**config.mk**
```make
export PLATFORM = sky130hd
export DESIGN_NAME = cpu_process_scheduler
export DESIGN_NICKNAME = d
export VERILOG_FILES = /design/src/hw/rtl/csch_pkg.sv /design/src/hw/rtl/cpu_process_scheduler.sv /design/src/hw/rtl/csch_ram.sv /design/src/hw/rtl/csch_ctrl.sv
export VERILOG_INCLUDE_DIRS = /design/src /design/src/hw/rtl
export SDC_FILE = /design/constraint.sdc
export NUM_CORES = 2
export LEC_CHECK = 0
export BUFFER_PORTS_ARGS = -buffer_cell sky130_fd_sc_hd__buf_4
export CELL_PAD_IN_SITES_DETAIL_PLACEMENT = 1
export CELL_PAD_IN_SITES_GLOBAL_PLACEMENT = 2
export CORE_MARGIN = 2
export CORE_UTILIZATION = 45
export CTS_BUF_LIST = sky130_fd_sc_hd__clkbuf_8
export CTS_CLUSTER_DIAMETER = 50
export CTS_CLUSTER_SIZE = 25
export DETAILED_ROUTE_END_ITERATION = 10
export PLACE_DENSITY = 0.78
export SLEW_MARGIN = 15
export SYNTH_ARGS = -nofsm -noshare
export SYNTH_HDL_FRONTEND = slang
export SYNTH_HIERARCHICAL = 1
export SYNTH_SLANG_ARGS = --single-unit
export TNS_END_PERCENT = 5
```
**constraint.sdc**
```tcl
create_clock -name clk_i -period 23.2 [get_ports clk_i]
set_input_delay 4.64 -clock clk_i [delete_from_list [all_inputs] [get_ports clk_i]]
set_output_delay 4.64 -clock clk_i [all_outputs]
set_load 0.01 [all_outputs]
```
**src/hw/rtl/cpu_process_scheduler_defines.svh**
```systemverilog
// Assertion macros for the CPU process scheduler RTL.
// Used by modules that carry concurrent checks; expects clk_i and rst_ni in scope.
`ifndef CPU_PROCESS_SCHEDULER_DEFINES_SVH
`define CPU_PROCESS_SCHEDULER_DEFINES_SVH
`ifndef SYNTHESIS
`define CSCH_ASSERT_IMP(lbl, ante, cons) \
  lbl: assert property (@(posedge clk_i) disable iff (!rst_ni) (ante) |-> (cons)) \
    else $error("scheduler check failed");
`define CSCH_ASSERT_NXT(lbl, ante, cons) \
  lbl: assert property (@(posedge clk_i) disable iff (!rst_ni) (ante) |=> (cons)) \
    else $error("scheduler check failed");
`else
`define CSCH_ASSERT_IMP(lbl, ante, cons)
`define CSCH_ASSERT_NXT(lbl, ante, cons)
`endif
`endif

```
**src/hw/rtl/csch_pkg.sv**
```systemverilog
// Shared types, constants and helpers of the CPU process scheduler.
// No dependencies.
`timescale 1ns / 1ps
package csch_pkg;

  localparam int NPROC   = 16;
  localparam int SLOT_W  = $clog2(NPROC);
  localparam int LEN_W   = $clog2(NPROC + 1);
  localparam int TIME_W  = 32;
  localparam int BURST_W = 16;
  localparam int PRIO_W  = 8;
  localparam int QUANT_W = 16;
  localparam int MODE_W  = 3;

  localparam logic [QUANT_W-1:0] QUANT_RESET = QUANT_W'(1);

  // register indexes of the config port
  localparam logic CFG_MODE    = 1'b0;
  localparam logic CFG_QUANTUM = 1'b1;

  // input transaction kinds
  localparam logic KIND_ARRIVAL = 1'b0;
  localparam logic KIND_TICK    = 1'b1;

  typedef enum logic [MODE_W-1:0] {
    MODE_FCFS  = 3'd0,
    MODE_SJF   = 3'd1,
    MODE_SRTF  = 3'd2,
    MODE_PRIO  = 3'd3,
    MODE_PPRIO = 3'd4,
    MODE_RR    = 3'd5
  } mode_e;

  typedef enum logic [2:0] {
    ST_IDLE,
    ST_RUN_RD,
    ST_RUN_UPD,
    ST_SCAN,
    ST_DECIDE,
    ST_SHIFT,
    ST_APPEND,
    ST_DONE
  } state_e;

  typedef struct packed {
    logic [TIME_W-1:0]  arrival;
    logic [BURST_W-1:0] burst;
    logic [BURST_W-1:0] remain;
    logic [PRIO_W-1:0]  prio;
  } tentry_t;

  localparam int TENTRY_W = $bits(tentry_t);

  typedef struct packed {
    logic              we;
    logic [SLOT_W-1:0] waddr;
    logic [SLOT_W-1:0] wdata;
    logic [SLOT_W-1:0] raddr;
  } q_port_t;

  typedef struct packed {
    logic              we;
    logic [SLOT_W-1:0] waddr;
    tentry_t           wdata;
    logic [SLOT_W-1:0] raddr;
  } t_port_t;

  typedef struct packed {
    logic [TIME_W-1:0] waiting;
    logic [TIME_W-1:0] turnaround;
    logic [SLOT_W-1:0] finished_id;
    logic              finished;
    logic              dispatched;
    logic [SLOT_W-1:0] running_id;
    logic              idle;
    logic [TIME_W-1:0] time_res;
  } result_t;

  // codes 6 and 7 fall back to fcfs
  function automatic mode_e eff_mode(logic [MODE_W-1:0] m);
    mode_e r;
    r = MODE_FCFS;
    if (m <= MODE_W'(MODE_RR)) r = mode_e'(m);
    return r;
  endfunction

  function automatic logic [BURST_W-1:0] key_of(mode_e m, tentry_t e);
    logic [BURST_W-1:0] k;
    k = '0;
    case (m) inside
      MODE_SJF, MODE_SRTF:   k = e.remain;
      MODE_PRIO, MODE_PPRIO: k = BURST_W'(e.prio);
      default:               k = '0;
    endcase
    return k;
  endfunction

endpackage

```
**src/hw/rtl/cpu_process_scheduler.sv**
```systemverilog
// Top level of the CPU process scheduler: config registers, RAMs, sequencer, result register.
// Depends on csch_pkg, csch_ram and csch_ctrl.
//
// Usage:
//   s_axis carries input transactions. tuser = kind (0 arrival, 1 tick); tdata holds
//   proc_id, burst and priority_req. An arrival gives no result.
//   A tick produces exactly one m_axis transaction with the schedule after that tick.
//   A tick reads and updates the running job, scans the ready queue when needed and,
//   on a dispatch, compacts the queue tail behind the taken entry, then re-appends
//   a preempted job. How long a tick takes is set by the single read port of the
//   ready-queue RAM, which the scan and the compaction both walk one entry per
//   cycle.
//   Only one transaction is in work at a time; s_axis_tready is high when idle.
//   The result sits in an output register, so the next input may be accepted while
//   it waits; a further tick stalls before issue of its own result until the output
//   register has been taken (m_axis_tready).
//   Reset (rst_ni low, async) clears the queue, time, running flag and slot states;
//   mode resets to fcfs, quantum to 1. No memory clearing pass is needed.
//   Config writes (cfg_we_i) must only happen while the block is idle.
`timescale 1ns / 1ps
module cpu_process_scheduler import csch_pkg::*; (
  input  logic                 clk_i,
  input  logic                 rst_ni,
  // config write port
  input  logic                 cfg_we_i,
  input  logic                 cfg_idx_i,
  input  logic [QUANT_W-1:0]   cfg_data_i,
  // input stream
  input  logic                 s_axis_tvalid,
  output logic                 s_axis_tready,
  input  logic [31:0]          s_axis_tdata,  // proc_id[3:0] burst[19:4] priority_req[27:20]
  input  logic                 s_axis_tuser,  // kind
  // result stream
  output logic                 m_axis_tvalid,
  input  logic                 m_axis_tready,
  // time_res[31:0] idle[32] running_id[36:33] dispatched[37] finished[38]
  // finished_id[42:39] turnaround[74:43] waiting[106:75], zero pad above
  output logic [111:0]         m_axis_tdata
);

  logic [MODE_W-1:0]  mode_q;
  logic [QUANT_W-1:0] quantum_q;
  logic               out_valid_q;
  result_t            out_q;

  q_port_t            qp;
  t_port_t            tp;
  logic [SLOT_W-1:0]  q_rdata;
  logic [TENTRY_W-1:0] t_rdata_raw;
  tentry_t            t_rdata;
  logic               res_valid;
  logic               res_ready;
  result_t            res;

  assign t_rdata = t_rdata_raw;

  // config registers
  always_ff @(posedge clk_i or negedge rst_ni) begin
    if (!rst_ni) begin
      mode_q    <= MODE_W'(MODE_FCFS);
      quantum_q <= QUANT_RESET;
    end else if (cfg_we_i) begin
      if (cfg_idx_i == CFG_MODE) mode_q <= cfg_data_i[MODE_W-1:0];
      if (cfg_idx_i == CFG_QUANTUM) quantum_q <= cfg_data_i;
    end
  end

  // ready queue: slot numbers in the order they were queued
  csch_ram #(.WIDTH(SLOT_W), .DEPTH(NPROC)) u_queue_ram (
    .clk_i   (clk_i),
    .we_i    (qp.we),
    .waddr_i (qp.waddr),
    .wdata_i (qp.wdata),
    .raddr_i (qp.raddr),
    .rdata_o (q_rdata)
  );

  // per-slot table: arrival time, burst, remaining, priority
  csch_ram #(.WIDTH(TENTRY_W), .DEPTH(NPROC)) u_table_ram (
    .clk_i   (clk_i),
    .we_i    (tp.we),
    .waddr_i (tp.waddr),
    .wdata_i (tp.wdata),
    .raddr_i (tp.raddr),
    .rdata_o (t_rdata_raw)
  );

  csch_ctrl u_ctrl (
    .clk_i       (clk_i),
    .rst_ni      (rst_ni),
    .in_valid_i  (s_axis_tvalid),
    .in_ready_o  (s_axis_tready),
    .in_kind_i   (s_axis_tuser),
    .in_id_i     (s_axis_tdata[3:0]),
    .in_burst_i  (s_axis_tdata[19:4]),
    .in_prio_i   (s_axis_tdata[27:20]),
    .mode_i      (mode_q),
    .quantum_i   (quantum_q),
    .qp_o        (qp),
    .q_rdata_i   (q_rdata),
    .tp_o        (tp),
    .t_rdata_i   (t_rdata),
    .res_valid_o (res_valid),
    .res_ready_i (res_ready),
    .res_o       (res)
  );

  // output register; refills in the cycle the old transaction leaves
  assign res_ready = !out_valid_q || m_axis_tready;

  always_ff @(posedge clk_i or negedge rst_ni) begin
    if (!rst_ni) begin
      out_valid_q <= 1'b0;
    end else if (res_ready) begin
      out_valid_q <= res_valid;
    end
  end

  always_ff @(posedge clk_i) begin
    if (res_ready && res_valid) begin
      out_q <= res;
    end
  end

  assign m_axis_tvalid = out_valid_q;
  assign m_axis_tdata  = {5'b0, out_q};

endmodule

```
**src/hw/rtl/csch_ram.sv**
```systemverilog
// Generic single-write, single-read synchronous RAM, registered read.
// No dependencies.
`timescale 1ns / 1ps
module csch_ram #(
  parameter int WIDTH = 8,
  parameter int DEPTH = 16
) (
  input  logic                     clk_i,
  input  logic                     we_i,
  input  logic [$clog2(DEPTH)-1:0] waddr_i,
  input  logic [WIDTH-1:0]         wdata_i,
  input  logic [$clog2(DEPTH)-1:0] raddr_i,
  output logic [WIDTH-1:0]         rdata_o
);

  logic [WIDTH-1:0] mem_q [DEPTH];
  logic [WIDTH-1:0] rdata_q;

  always_ff @(posedge clk_i) begin
    if (we_i) begin
      mem_q[waddr_i] <= wdata_i;
    end
    rdata_q <= mem_q[raddr_i];
  end

  assign rdata_o = rdata_q;

endmodule

```
**src/hw/rtl/csch_ctrl.sv**
```systemverilog
// Scheduling sequencer: arrival, tick update, queue scan, dispatch, queue compaction and re-append of a preempted job.
// Depends on csch_pkg and cpu_process_scheduler_defines.svh; drives both RAMs.
`timescale 1ns / 1ps
`include "cpu_process_scheduler_defines.svh"
module csch_ctrl import csch_pkg::*; (
  input  logic               clk_i,
  input  logic               rst_ni,
  input  logic               in_valid_i,
  output logic               in_ready_o,
  input  logic               in_kind_i,
  input  logic [SLOT_W-1:0]  in_id_i,
  input  logic [BURST_W-1:0] in_burst_i,
  input  logic [PRIO_W-1:0]  in_prio_i,
  input  logic [MODE_W-1:0]  mode_i,
  input  logic [QUANT_W-1:0] quantum_i,
  output q_port_t            qp_o,
  input  logic [SLOT_W-1:0]  q_rdata_i,
  output t_port_t            tp_o,
  input  tentry_t            t_rdata_i,
  output logic               res_valid_o,
  input  logic               res_ready_i,
  output result_t            res_o
);

  state_e state_q, state_d;
  logic [LEN_W-1:0]   len_q, len_d;
  logic [NPROC-1:0]   unfin_q, unfin_d;
  logic               running_q, running_d;
  logic [SLOT_W-1:0]  rslot_q, rslot_d;
  logic [QUANT_W-1:0] ql_q, ql_d;
  logic [TIME_W-1:0]  time_q, time_d;
  logic [BURST_W-1:0] run_key_q, run_key_d;
  logic               fin_q, fin_d;
  logic [SLOT_W-1:0]  fin_id_q, fin_id_d;
  logic [TIME_W-1:0]  tat_q, tat_d;
  logic [TIME_W-1:0]  wt_q, wt_d;
  logic               disp_q, disp_d;
  logic [LEN_W-1:0]   cnt_q, cnt_d;
  logic               s1_v_q, s1_v_d;
  logic [SLOT_W-1:0]  s1_idx_q, s1_idx_d;
  logic               s2_v_q, s2_v_d;
  logic [SLOT_W-1:0]  s2_idx_q, s2_idx_d;
  logic [SLOT_W-1:0]  s2_slot_q, s2_slot_d;
  logic               best_v_q, best_v_d;
  logic [SLOT_W-1:0]  best_idx_q, best_idx_d;
  logic [SLOT_W-1:0]  best_slot_q, best_slot_d;
  logic [BURST_W-1:0] best_key_q, best_key_d;
  logic [LEN_W-1:0]   sh_rd_q, sh_rd_d;
  logic               sh_wv_q, sh_wv_d;
  logic [SLOT_W-1:0]  sh_wa_q, sh_wa_d;
  logic               app_q, app_d;
  logic [SLOT_W-1:0]  app_slot_q, app_slot_d;

  mode_e              eff;
  logic               preemptive;
  logic               in_fire;
  logic               arr_ok;
  logic               upd_fin;
  logic [BURST_W-1:0] new_rem;
  logic [QUANT_W-1:0] ql_dec;
  logic               rr_expire;
  logic               run_after;
  logic [LEN_W-1:0]   len_after;
  logic               need_scan;
  logic               scan_issue;
  logic               scan_done;
  logic               sh_issue;
  logic               sh_done;
  logic               preempt;
  logic               take;
  logic [BURST_W-1:0] scan_key;
  tentry_t            upd_entry;

  assign eff        = eff_mode(mode_i);
  assign preemptive = (eff == MODE_SRTF) || (eff == MODE_PPRIO);
  assign in_fire    = in_valid_i && (state_q == ST_IDLE);
  assign arr_ok     = in_fire && (in_kind_i == KIND_ARRIVAL) && !unfin_q[in_id_i];

  // tick update of the running job, from its table entry
  assign upd_fin   = (t_rdata_i.remain <= BURST_W'(1));
  assign new_rem   = upd_fin ? '0 : t_rdata_i.remain - BURST_W'(1);
  assign ql_dec    = ql_q - QUANT_W'(1);
  assign rr_expire = (eff == MODE_RR) && !upd_fin && (ql_dec == '0);
  assign run_after = running_q && !upd_fin && !rr_expire;
  assign len_after = len_q + LEN_W'(running_q && rr_expire && (len_q < LEN_W'(NPROC)));
  assign need_scan = (len_after != '0) && (!run_after || preemptive);
  always_comb begin
    upd_entry        = t_rdata_i;
    upd_entry.remain = new_rem;
  end

  assign scan_issue = (state_q == ST_SCAN) && (cnt_q < len_q);
  assign scan_done  = (state_q == ST_SCAN) && !scan_issue && !s1_v_q && !s2_v_q;
  assign scan_key   = key_of(eff, t_rdata_i);
  assign sh_issue   = (state_q == ST_SHIFT) && (sh_rd_q <= len_q);
  assign sh_done    = (state_q == ST_SHIFT) && !sh_issue && !sh_wv_q;
  assign preempt    = running_q && preemptive && best_v_q && (best_key_q < run_key_q);
  assign take       = preempt || (!running_q && best_v_q);

  // next state
  always_comb begin
    state_d = state_q;
    case (state_q)
      ST_IDLE:    if (in_fire && in_kind_i == KIND_TICK) state_d = ST_RUN_RD;
      ST_RUN_RD:  state_d = ST_RUN_UPD;
      ST_RUN_UPD: state_d = need_scan ? ST_SCAN : ST_DONE;
      ST_SCAN:    if (scan_done) state_d = ST_DECIDE;
      ST_DECIDE:  state_d = take ? ST_SHIFT : ST_DONE;
      ST_SHIFT:   if (sh_done) state_d = app_q ? ST_APPEND : ST_DONE;
      ST_APPEND:  state_d = ST_DONE;
      ST_DONE:    if (res_ready_i) state_d = ST_IDLE;
      default:    state_d = ST_IDLE;
    endcase
  end

  // memory ports and handshake outputs
  always_comb begin
    qp_o        = '0;
    tp_o        = '0;
    in_ready_o  = (state_q == ST_IDLE);
    res_valid_o = (state_q == ST_DONE);
    case (state_q)
      ST_IDLE: begin
        if (arr_ok) begin
          qp_o.we      = (len_q < LEN_W'(NPROC));
          qp_o.waddr   = len_q[SLOT_W-1:0];
          qp_o.wdata   = in_id_i;
          tp_o.we      = 1'b1;
          tp_o.waddr   = in_id_i;
          tp_o.wdata   = '{arrival: time_q, burst: in_burst_i, remain: in_burst_i,
                           prio: in_prio_i};
        end
      end
      ST_RUN_RD: tp_o.raddr = rslot_q;
      ST_RUN_UPD: begin
        if (running_q) begin
          tp_o.we    = 1'b1;
          tp_o.waddr = rslot_q;
          tp_o.wdata = upd_entry;
          if (rr_expire && (len_q < LEN_W'(NPROC))) begin
            qp_o.we    = 1'b1;
            qp_o.waddr = len_q[SLOT_W-1:0];
            qp_o.wdata = rslot_q;
          end
        end
      end
      ST_SCAN: begin
        qp_o.raddr = cnt_q[SLOT_W-1:0];
        tp_o.raddr = q_rdata_i;
      end
      ST_SHIFT: begin
        qp_o.raddr = sh_rd_q[SLOT_W-1:0];
        if (sh_wv_q) begin
          qp_o.we    = 1'b1;
          qp_o.waddr = sh_wa_q;
          qp_o.wdata = q_rdata_i;
        end
      end
      ST_APPEND: begin
        qp_o.we    = 1'b1;
        qp_o.waddr = len_q[SLOT_W-1:0];
        qp_o.wdata = app_slot_q;
      end
      default: ;
    endcase
  end

  // datapath registers
  always_comb begin
    len_d       = len_q;
    unfin_d     = unfin_q;
    running_d   = running_q;
    rslot_d     = rslot_q;
    ql_d        = ql_q;
    time_d      = time_q;
    run_key_d   = run_key_q;
    fin_d       = fin_q;
    fin_id_d    = fin_id_q;
    tat_d       = tat_q;
    wt_d        = wt_q;
    disp_d      = disp_q;
    cnt_d       = cnt_q;
    s1_v_d      = 1'b0;
    s1_idx_d    = s1_idx_q;
    s2_v_d      = 1'b0;
    s2_idx_d    = s2_idx_q;
    s2_slot_d   = s2_slot_q;
    best_v_d    = best_v_q;
    best_idx_d  = best_idx_q;
    best_slot_d = best_slot_q;
    best_key_d  = best_key_q;
    sh_rd_d     = sh_rd_q;
    sh_wv_d     = 1'b0;
    sh_wa_d     = sh_wa_q;
    app_d       = app_q;
    app_slot_d  = app_slot_q;
    case (state_q)
      ST_IDLE: begin
        if (arr_ok) begin
          unfin_d[in_id_i] = 1'b1;
          if (len_q < LEN_W'(NPROC)) len_d = len_q + LEN_W'(1);
        end
        if (in_fire && in_kind_i == KIND_TICK) begin
          fin_d    = 1'b0;
          fin_id_d = '0;
          tat_d    = '0;
          wt_d     = '0;
          disp_d   = 1'b0;
          app_d    = 1'b0;
        end
      end
      ST_RUN_UPD: begin
        cnt_d    = '0;
        best_v_d = 1'b0;
        if (running_q) begin
          run_key_d = key_of(eff, upd_entry);
          if (upd_fin) begin
            unfin_d[rslot_q] = 1'b0;
            running_d        = 1'b0;
            fin_d            = 1'b1;
            fin_id_d         = rslot_q;
            tat_d            = time_q - t_rdata_i.arrival;
            wt_d             = tat_d - TIME_W'(t_rdata_i.burst);
          end
          if (eff == MODE_RR) begin
            ql_d = ql_dec;
            if (rr_expire) running_d = 1'b0;
          end
          len_d = len_after;
        end
      end
      ST_SCAN: begin
        if (scan_issue) begin
          s1_v_d   = 1'b1;
          s1_idx_d = cnt_q[SLOT_W-1:0];
          cnt_d    = cnt_q + LEN_W'(1);
        end
        if (s1_v_q) begin
          s2_v_d    = 1'b1;
          s2_idx_d  = s1_idx_q;
          s2_slot_d = q_rdata_i;
        end
        // strict compare keeps the earliest queued on ties
        if (s2_v_q && (!best_v_q || scan_key < best_key_q)) begin
          best_v_d    = 1'b1;
          best_idx_d  = s2_idx_q;
          best_slot_d = s2_slot_q;
          best_key_d  = scan_key;
        end
      end
      ST_DECIDE: begin
        if (take) begin
          len_d      = len_q - LEN_W'(1);
          sh_rd_d    = LEN_W'(best_idx_q) + LEN_W'(1);
          running_d  = 1'b1;
          rslot_d    = best_slot_q;
          ql_d       = quantum_i;
          disp_d     = 1'b1;
          app_d      = preempt;
          app_slot_d = rslot_q;
        end
      end
      ST_SHIFT: begin
        if (sh_issue) begin
          sh_wv_d = 1'b1;
          sh_wa_d = sh_rd_q[SLOT_W-1:0] - SLOT_W'(1);
          sh_rd_d = sh_rd_q + LEN_W'(1);
        end
      end
      ST_APPEND: len_d = len_q + LEN_W'(1);
      ST_DONE:   if (res_ready_i) time_d = time_q + TIME_W'(1);
      default: ;
    endcase
  end

  always_comb begin
    res_o.time_res    = time_q;
    res_o.idle        = !running_q;
    res_o.running_id  = running_q ? rslot_q : '0;
    res_o.dispatched  = disp_q;
    res_o.finished    = fin_q;
    res_o.finished_id = fin_id_q;
    res_o.turnaround  = tat_q;
    res_o.waiting     = wt_q;
  end

  always_ff @(posedge clk_i or negedge rst_ni) begin
    if (!rst_ni) begin
      state_q   <= ST_IDLE;
      len_q     <= '0;
      unfin_q   <= '0;
      running_q <= 1'b0;
      rslot_q   <= '0;
      ql_q      <= QUANT_RESET;
      time_q    <= '0;
      s1_v_q    <= 1'b0;
      s2_v_q    <= 1'b0;
      sh_wv_q   <= 1'b0;
      best_v_q  <= 1'b0;
      app_q     <= 1'b0;
      fin_q     <= 1'b0;
      disp_q    <= 1'b0;
      cnt_q     <= '0;
      sh_rd_q   <= '0;
    end else begin
      state_q   <= state_d;
      len_q     <= len_d;
      unfin_q   <= unfin_d;
      running_q <= running_d;
      rslot_q   <= rslot_d;
      ql_q      <= ql_d;
      time_q    <= time_d;
      s1_v_q    <= s1_v_d;
      s2_v_q    <= s2_v_d;
      sh_wv_q   <= sh_wv_d;
      best_v_q  <= best_v_d;
      app_q     <= app_d;
      fin_q     <= fin_d;
      disp_q    <= disp_d;
      cnt_q     <= cnt_d;
      sh_rd_q   <= sh_rd_d;
    end
  end

  always_ff @(posedge clk_i) begin
    run_key_q   <= run_key_d;
    fin_id_q    <= fin_id_d;
    tat_q       <= tat_d;
    wt_q        <= wt_d;
    s1_idx_q    <= s1_idx_d;
    s2_idx_q    <= s2_idx_d;
    s2_slot_q   <= s2_slot_d;
    best_idx_q  <= best_idx_d;
    best_slot_q <= best_slot_d;
    best_key_q  <= best_key_d;
    sh_wa_q     <= sh_wa_d;
    app_slot_q  <= app_slot_d;
  end

  // every unfinished slot is either queued once or running
  `CSCH_ASSERT_IMP(a_slot_count, state_q == ST_IDLE,
    $countones(unfin_q) == (32'(len_q) + 32'(running_q)))
  `CSCH_ASSERT_IMP(a_run_unfin, state_q == ST_IDLE && running_q, unfin_q[rslot_q])
  `CSCH_ASSERT_NXT(a_time_step, state_q == ST_DONE && res_ready_i,
    time_q == $past(time_q) + TIME_W'(1))

endmodule

```
After elaboration in Yosys (flattened, before gate mapping)
Memory sizes are Yosys's and may differ from the RTL's. A register that Yosys moved wholly into a read port is not among the register bits.
Cells that the tools add are included.
- register bits after elaboration: 349
- bits in writable memories: 1216
- input bits: 55
- output and inout bits: 114
- word-level logic and storage cells: 251
- memories kept: 2
- memories (name ; depth ; bits a word ; read ports ; clocked after Yosys merged registers in ; write ports ; RTL line ; RTL):
    u_table_ram.mem_q ; 16 ; 72 ; 1 ; 1 ; 1 ; csch_ram.sv:16 ; logic [WIDTH-1:0] mem_q [DEPTH];
    u_queue_ram.mem_q ; 16 ; 4 ; 1 ; 1 ; 1 ; csch_ram.sv:16 ;
- $add $sub $neg: 12
- magnitude comparators: 11
- eq/ne operators: 25
- multiplexer cells: 83
- bitwise operators: 5
- reductions and logical operators: 74
- operators by type and width (operator ; count):
    $mux 32 ; 5
    $mux 77 ; 2
    $pmux 77 s2 ; 1
    $mux 16 ; 9
    $pmux 32 s2 ; 2
    $pmux 16 s2 ; 2
    $mux 9 ; 4
    $pmux 9 s4 ; 1
    $mux 5 ; 7
    $add 32x1->32 const B ; 1
    $lt 16x16->1 ; 2
    $sub 16x1->16 const B ; 2
    $sub 32x16->32 ; 1
    $sub 32x32->32 ; 1
    $logic_and 1x1->1 ; 27
    $mux 1 ; 24
    $ne 2x1->1 const B ; 12
    $pmux 3 s8 ; 1
    $pmux 4 s2 ; 3
    $reduce_and 2->1 ; 12
    $pmux 5 s2 ; 2
    $pmux 5 s4 ; 1
    $eq 3x3->1 const B ; 6
    $mux 3 ; 6
    36 further kinds ; 76

Depth between registers and ports, before layout
- word-level depth: 12
- mapped depth: 22
- gate-level depth less buffers: 21

By module
Netlist, hierarchy kept.
- modules (own cells, without submodules) (module ; times used ; cells each ; area each (µm²) ; seq. area each (µm²)):
    csch_ram at u_table_ram ; 1 ; 1850 ; 44550.2 ; 36034.6
    csch_ctrl ; 1 ; 1625 ; 14966.9 ; 6197.2
    cpu_process_scheduler ; 1 ; 158 ; 4052.6 ; 3714.8
    csch_ram at u_queue_ram ; 1 ; 130 ; 2666.3 ; 2001.9

Worst setup path before layout
Ideal clock, no wire load.
- path type: input port to flip-flop
- from: in s_axis_tuser
- to: reg u_ctrl.fin_q
- setup time: 0.592 ns
- data arrival time: 15.812 ns
- data required time: 22.608 ns
- setup slack: 6.796 ns
- cell stages on the path: 3
- buffers on the path: 0
- path through: a21oi_1 -> a2111oi_0 -> o21ai_0
- cells in the longest elaborated chain, start to end: 3
- ends and longest elaborated chain (element ; RTL line ; RTL):
    from (decl) ; cpu_process_scheduler.sv:32 ; input logic s_axis_tuser,
    $logic_and 1x1->1 ; csch_ctrl.sv:203 ; if (in_fire && in_kind_i == KIND_TICK) begin
    $ne 2x1->1 (no source line) ; n/a ;
    $reduce_and 4->1 (no source line) ; n/a ;
    to (signal assigned) ; csch_ctrl.sv:318 ; fin_q <= fin_d;
    to (decl) ; csch_ctrl.sv:33 ; logic fin_q, fin_d;
Every way passes these cells.
A chain may end at the register's enable or synchronous reset.

==> Implementation_results.wiki <==
{| class="wikitable"
! Metric !! Value
|-
| Antenna violations before repair || 3
|-
| Clock Sinks || between 1500 and 2000
|-
| Via count of the first global-routing pass || 37700
|-
| Commonest cells post-synth || edfxtp_1, mux4_2, nand2_1, nor2_1, a22oi_1
|-
| Max-cap check violation count || 0
|-
| F_max || around 0.11 GHz
|-
| Cell-by-cell listing of the critical path || buf_4, mux4_2, nand3_1, nand4b_1, a311oi_4, buf_4, buf_4, a22o_1, nand3b_1, nor2_4, buf_4, buf_4
|-
| Post-Route Skew || around 64 ps
|-
| Worst Path Arrival || roughly 9600 ps
|-
| Drt wl/cell || between 20 and 30 um
|-
| Number of distinct library cells after synthesis || 94
|-
| Pin count of the biggest net entering global routing || roughly 140
|-
| Core footprint || approximately 150000 um2
|-
| Highest fanout seen on the critical path || 45
|-
| Area added between synthesis and finish || 11.1%
|-
| Vias after detailed routing || around 36000
|-
| Nets || roughly 4200
|-
| Setup slack of the most critical reg-to-reg path || 17050 ps
|-
| Worst hold path class || register to register
|-
| I/O pin count || about 170
|-
| Sum Neg Setup Slack || 0 ps
|-
| Initial standard-cell utilization of the core || a little under half
|-
| Global route total overflow || 0
|-
| Global-route wire length before repair || roughly 260 mm
|-
| Setup repair after global routing missed its margin || no
|-
| Measured slew at the worst slew-check pin || roughly 1100 ps
|-
| Clock insertion delay at the later pin of the skew report || about 940 ps
|-
| Crit path capture type || register
|-
| Max VDD drop || between 0.09 and 0.1 mV
|-
| PortBufs || roughly 160
|-
| Reported leakage power || approximately 26 nW
|-
| Result of the run || completed
|-
| Largest area contributor in the synthesized netlist || edfxtp_1
|-
| Yosys warns || 6
|-
| Placed cells || a little under 6000
|-
| Data required time of the worst path || 23730 ps
|-
| Final Hold Vio Count || 0
|-
| Number of H-tree levels || 4
|-
| Post-synthesis register bit count || roughly 1600
|-
| Number of setup buffers added after CTS || 0
|-
| Clock buffer count from CTS || 146
|-
| CTS clk-pin slew, worst paths || roughly 110 ps
|-
| Final Wtd Congestion || a little over 0.8
|-
| Number of enable-type register cells in the synthesized netlist || roughly 1500
|-
| Overall die area || approximately 150000 um2
|-
| Clock tree from TritonCTS || built
|-
| Sequential area share after synthesis || between 70 and 80%
|-
| CP max stage delay || between 900 and 1000 ps
|-
| Layout filler cell count || 13600
|-
| Period minus WS final || about 9000 ps
|-
| Ranking of synthesized cells by area || edfxtp_1, mux4_2, dfrtp_1
|-
| Most Frequent Cell on Critical Path || buf_4
|-
| DRC violations left || 0
|-
| Buffer type at the clock tree root || clkbuf_8
|-
| Synthesized area || 66200 um2
|-
| Detailed Routing Iterations Pass 1 || 7
|-
| Post-CTS Hold Fix Bufs || 0
|-
| Most instantiated library cell after synthesis || edfxtp_1
|-
| Fraction of final layout cells sized beyond drive strength 1 || between 20% and 30%
|-
| Post-place instance area || 70100 um2
|-
| Multi-input combinational cell area || 17100 um2
|-
| Final count of negative-setup-slack endpoints || 0
|-
| Wire length reported by the detailed router || 175 mm
|-
| Footprint of the flip-flops and latches || 47900 um2
|-
| Final cell count without fillers || 6079
|-
| DIE HEIGHT || 388 um
|-
| Maximum buffer depth of the clock tree || 3
|-
| Final design area excluding fillers || between 70000 and 80000 um2
|-
| GR Util All Layers || 23.3%
|-
| Worst-case setup margin in the final layout || ~14000 ps
|-
| Worst slack at placement || between 10000 and 15000 ps
|-
| Post-synth top flop || edfxtp_1
|-
| Synthesized instance count || ~3800
|-
| Max-slew violation total from the final report || 0
|-
| Async set-or-reset flop fraction in the synthesized netlist || approximately 6.9%
|-
| Average cell area after synthesis || ~18 um2
|-
| Relative max-transition margin || 26.0%
|-
| Period utilization || 38.9%
|-
| Total half-perimeter wirelength after legalization and detailed placement || around 110 mm
|-
| Iter 0 DRT Violations || between 3000 and 4000
|-
| Number of instances resized during post-cts repair || 0
|-
| Via-to-Cell Ratio || slightly below 6
|-
| Pwr dens || about 110 nW/um2
|-
| Critical setup path kind || primary input to register
|-
| Critical Path Slowest Stage Cell || buf_4
|-
| Portion of synthesized cell area occupied by the leading cell type || 65.8%
|-
| Horiz. Die Dim || just under 400 um
|-
| Critical path launch point type || primary input
|-
| Placement Rows || 140
|-
| Antenna-violating nets left || 0
|}
## where the power goes
group          internal [mW]  switching, mW  total, mW
Clock                  0.813           1.11       1.92
Sequential              3.52          0.168       3.68
Combinational          0.968           1.57       2.54
Total                   5.30           2.85       8.15
## placed cells by master (no fill, tap or decap), drive strengths merged, types with 37 or more instances in the layout
cell type and count:
buf 285, a21oi 91, nand3 51, nand2 239, dfrtp 112, ha 99
dfxtp 76, a22oi 152, nor2 166, inv 172, edfxtp 1451, xnor2 63
clkinv 41, and2 46, nor3 44, mux4 308, xor2 37, clkbuf 157
o21ai 154
## cell families after synthesis
group                      synth area share (%)
buffers and inverters                      2.06
xor gates and xnor gates                   1.32
adders and majority gates                  1.96
and+or+nand+nor                            5.09
muxes                                      11.3
DFF                                        72.4
other                                   0.00566
AOI/OAI and AO/OA                          5.91
## worst paths after layout
path	from	endpoint	cells after the start
max	s_axis_tdata[0]	u_table_ram/mem_q[5][0]	12
min	u_ctrl/s1_idx_q[1]	u_ctrl/s2_idx_q[1]	0
max reg2reg	u_ctrl/time_q[0]	u_ctrl/wt_q[28]	20
min reg2reg	u_ctrl/s1_idx_q[1]	u_ctrl/s2_idx_q[1]	0
max in group asynchronous	rst_ni	u_ctrl/time_q[17]	2
min in group asynchronous	rst_ni	u_ctrl/cnt_q[2]	1
## metal layers
metal | track usage (%) | part of all wire (%) | vias up
li1 | - | - | 15400
met1 | 33.0 | 43 | 19100
met2 | 38.0 | 48 | 1248
met3 | 3.86 | 6.5 | 223
met4 | 5.54 | 2.2 | 0
met5 | 0 | 0 | -
## layout make-up
cell class / instances / share of cell area [%]
antenna: 5 / 0.0170
clock buffer: 157 / 2.94
clock inverter: 115 / 1.77
inverter: 122 / 0.622
multi-input combinational: 1837 / 23.3
sequential: 1641 / 65.1
tap: 1917 / 3.26
timing repair buffer: 285 / 2.99
## stage by stage
stage	utilization, %	hold WS, ps	total power, mW
2_1_floorplan	-	400	5.37
3_3_place_gp	48.0	402	6.23
3_5_place_dp	48.1	406	6.28
4_1_cts	50.4	423	8.19
5_1_grt	50.4	414	8.52
6_report	50.4	421	8.15
## state kept, by name (all words and copies together) (netlist names), 5 cells and up
| signal | flops |
|---|---|
| u_table_ram/mem_q | 1152 |
| m_axis_tdata | 107 |
| u_table_ram/rdata_o | 72 |
| u_queue_ram/mem_q | 64 |
| u_ctrl/tat_q | 32 |
| u_ctrl/time_q | 32 |
| u_ctrl/wt_q | 32 |
| quantum_q | 16 |
| u_ctrl/best_key_q | 16 |
| u_ctrl/ql_q | 16 |
| u_ctrl/run_key_q | 16 |
| u_ctrl/unfin_q | 16 |
| u_ctrl/cnt_q | 5 |
| u_ctrl/len_q | 5 |
| u_ctrl/sh_rd_q | 5 |
## critical path: cells and delay by family
family | cells | cell delay, ps
simple gates | 4 | 780
compound gates | 2 | 660
mux | 1 | 510
buf+inv | 5 | 2820
Power figures use the tool's default switching activity.
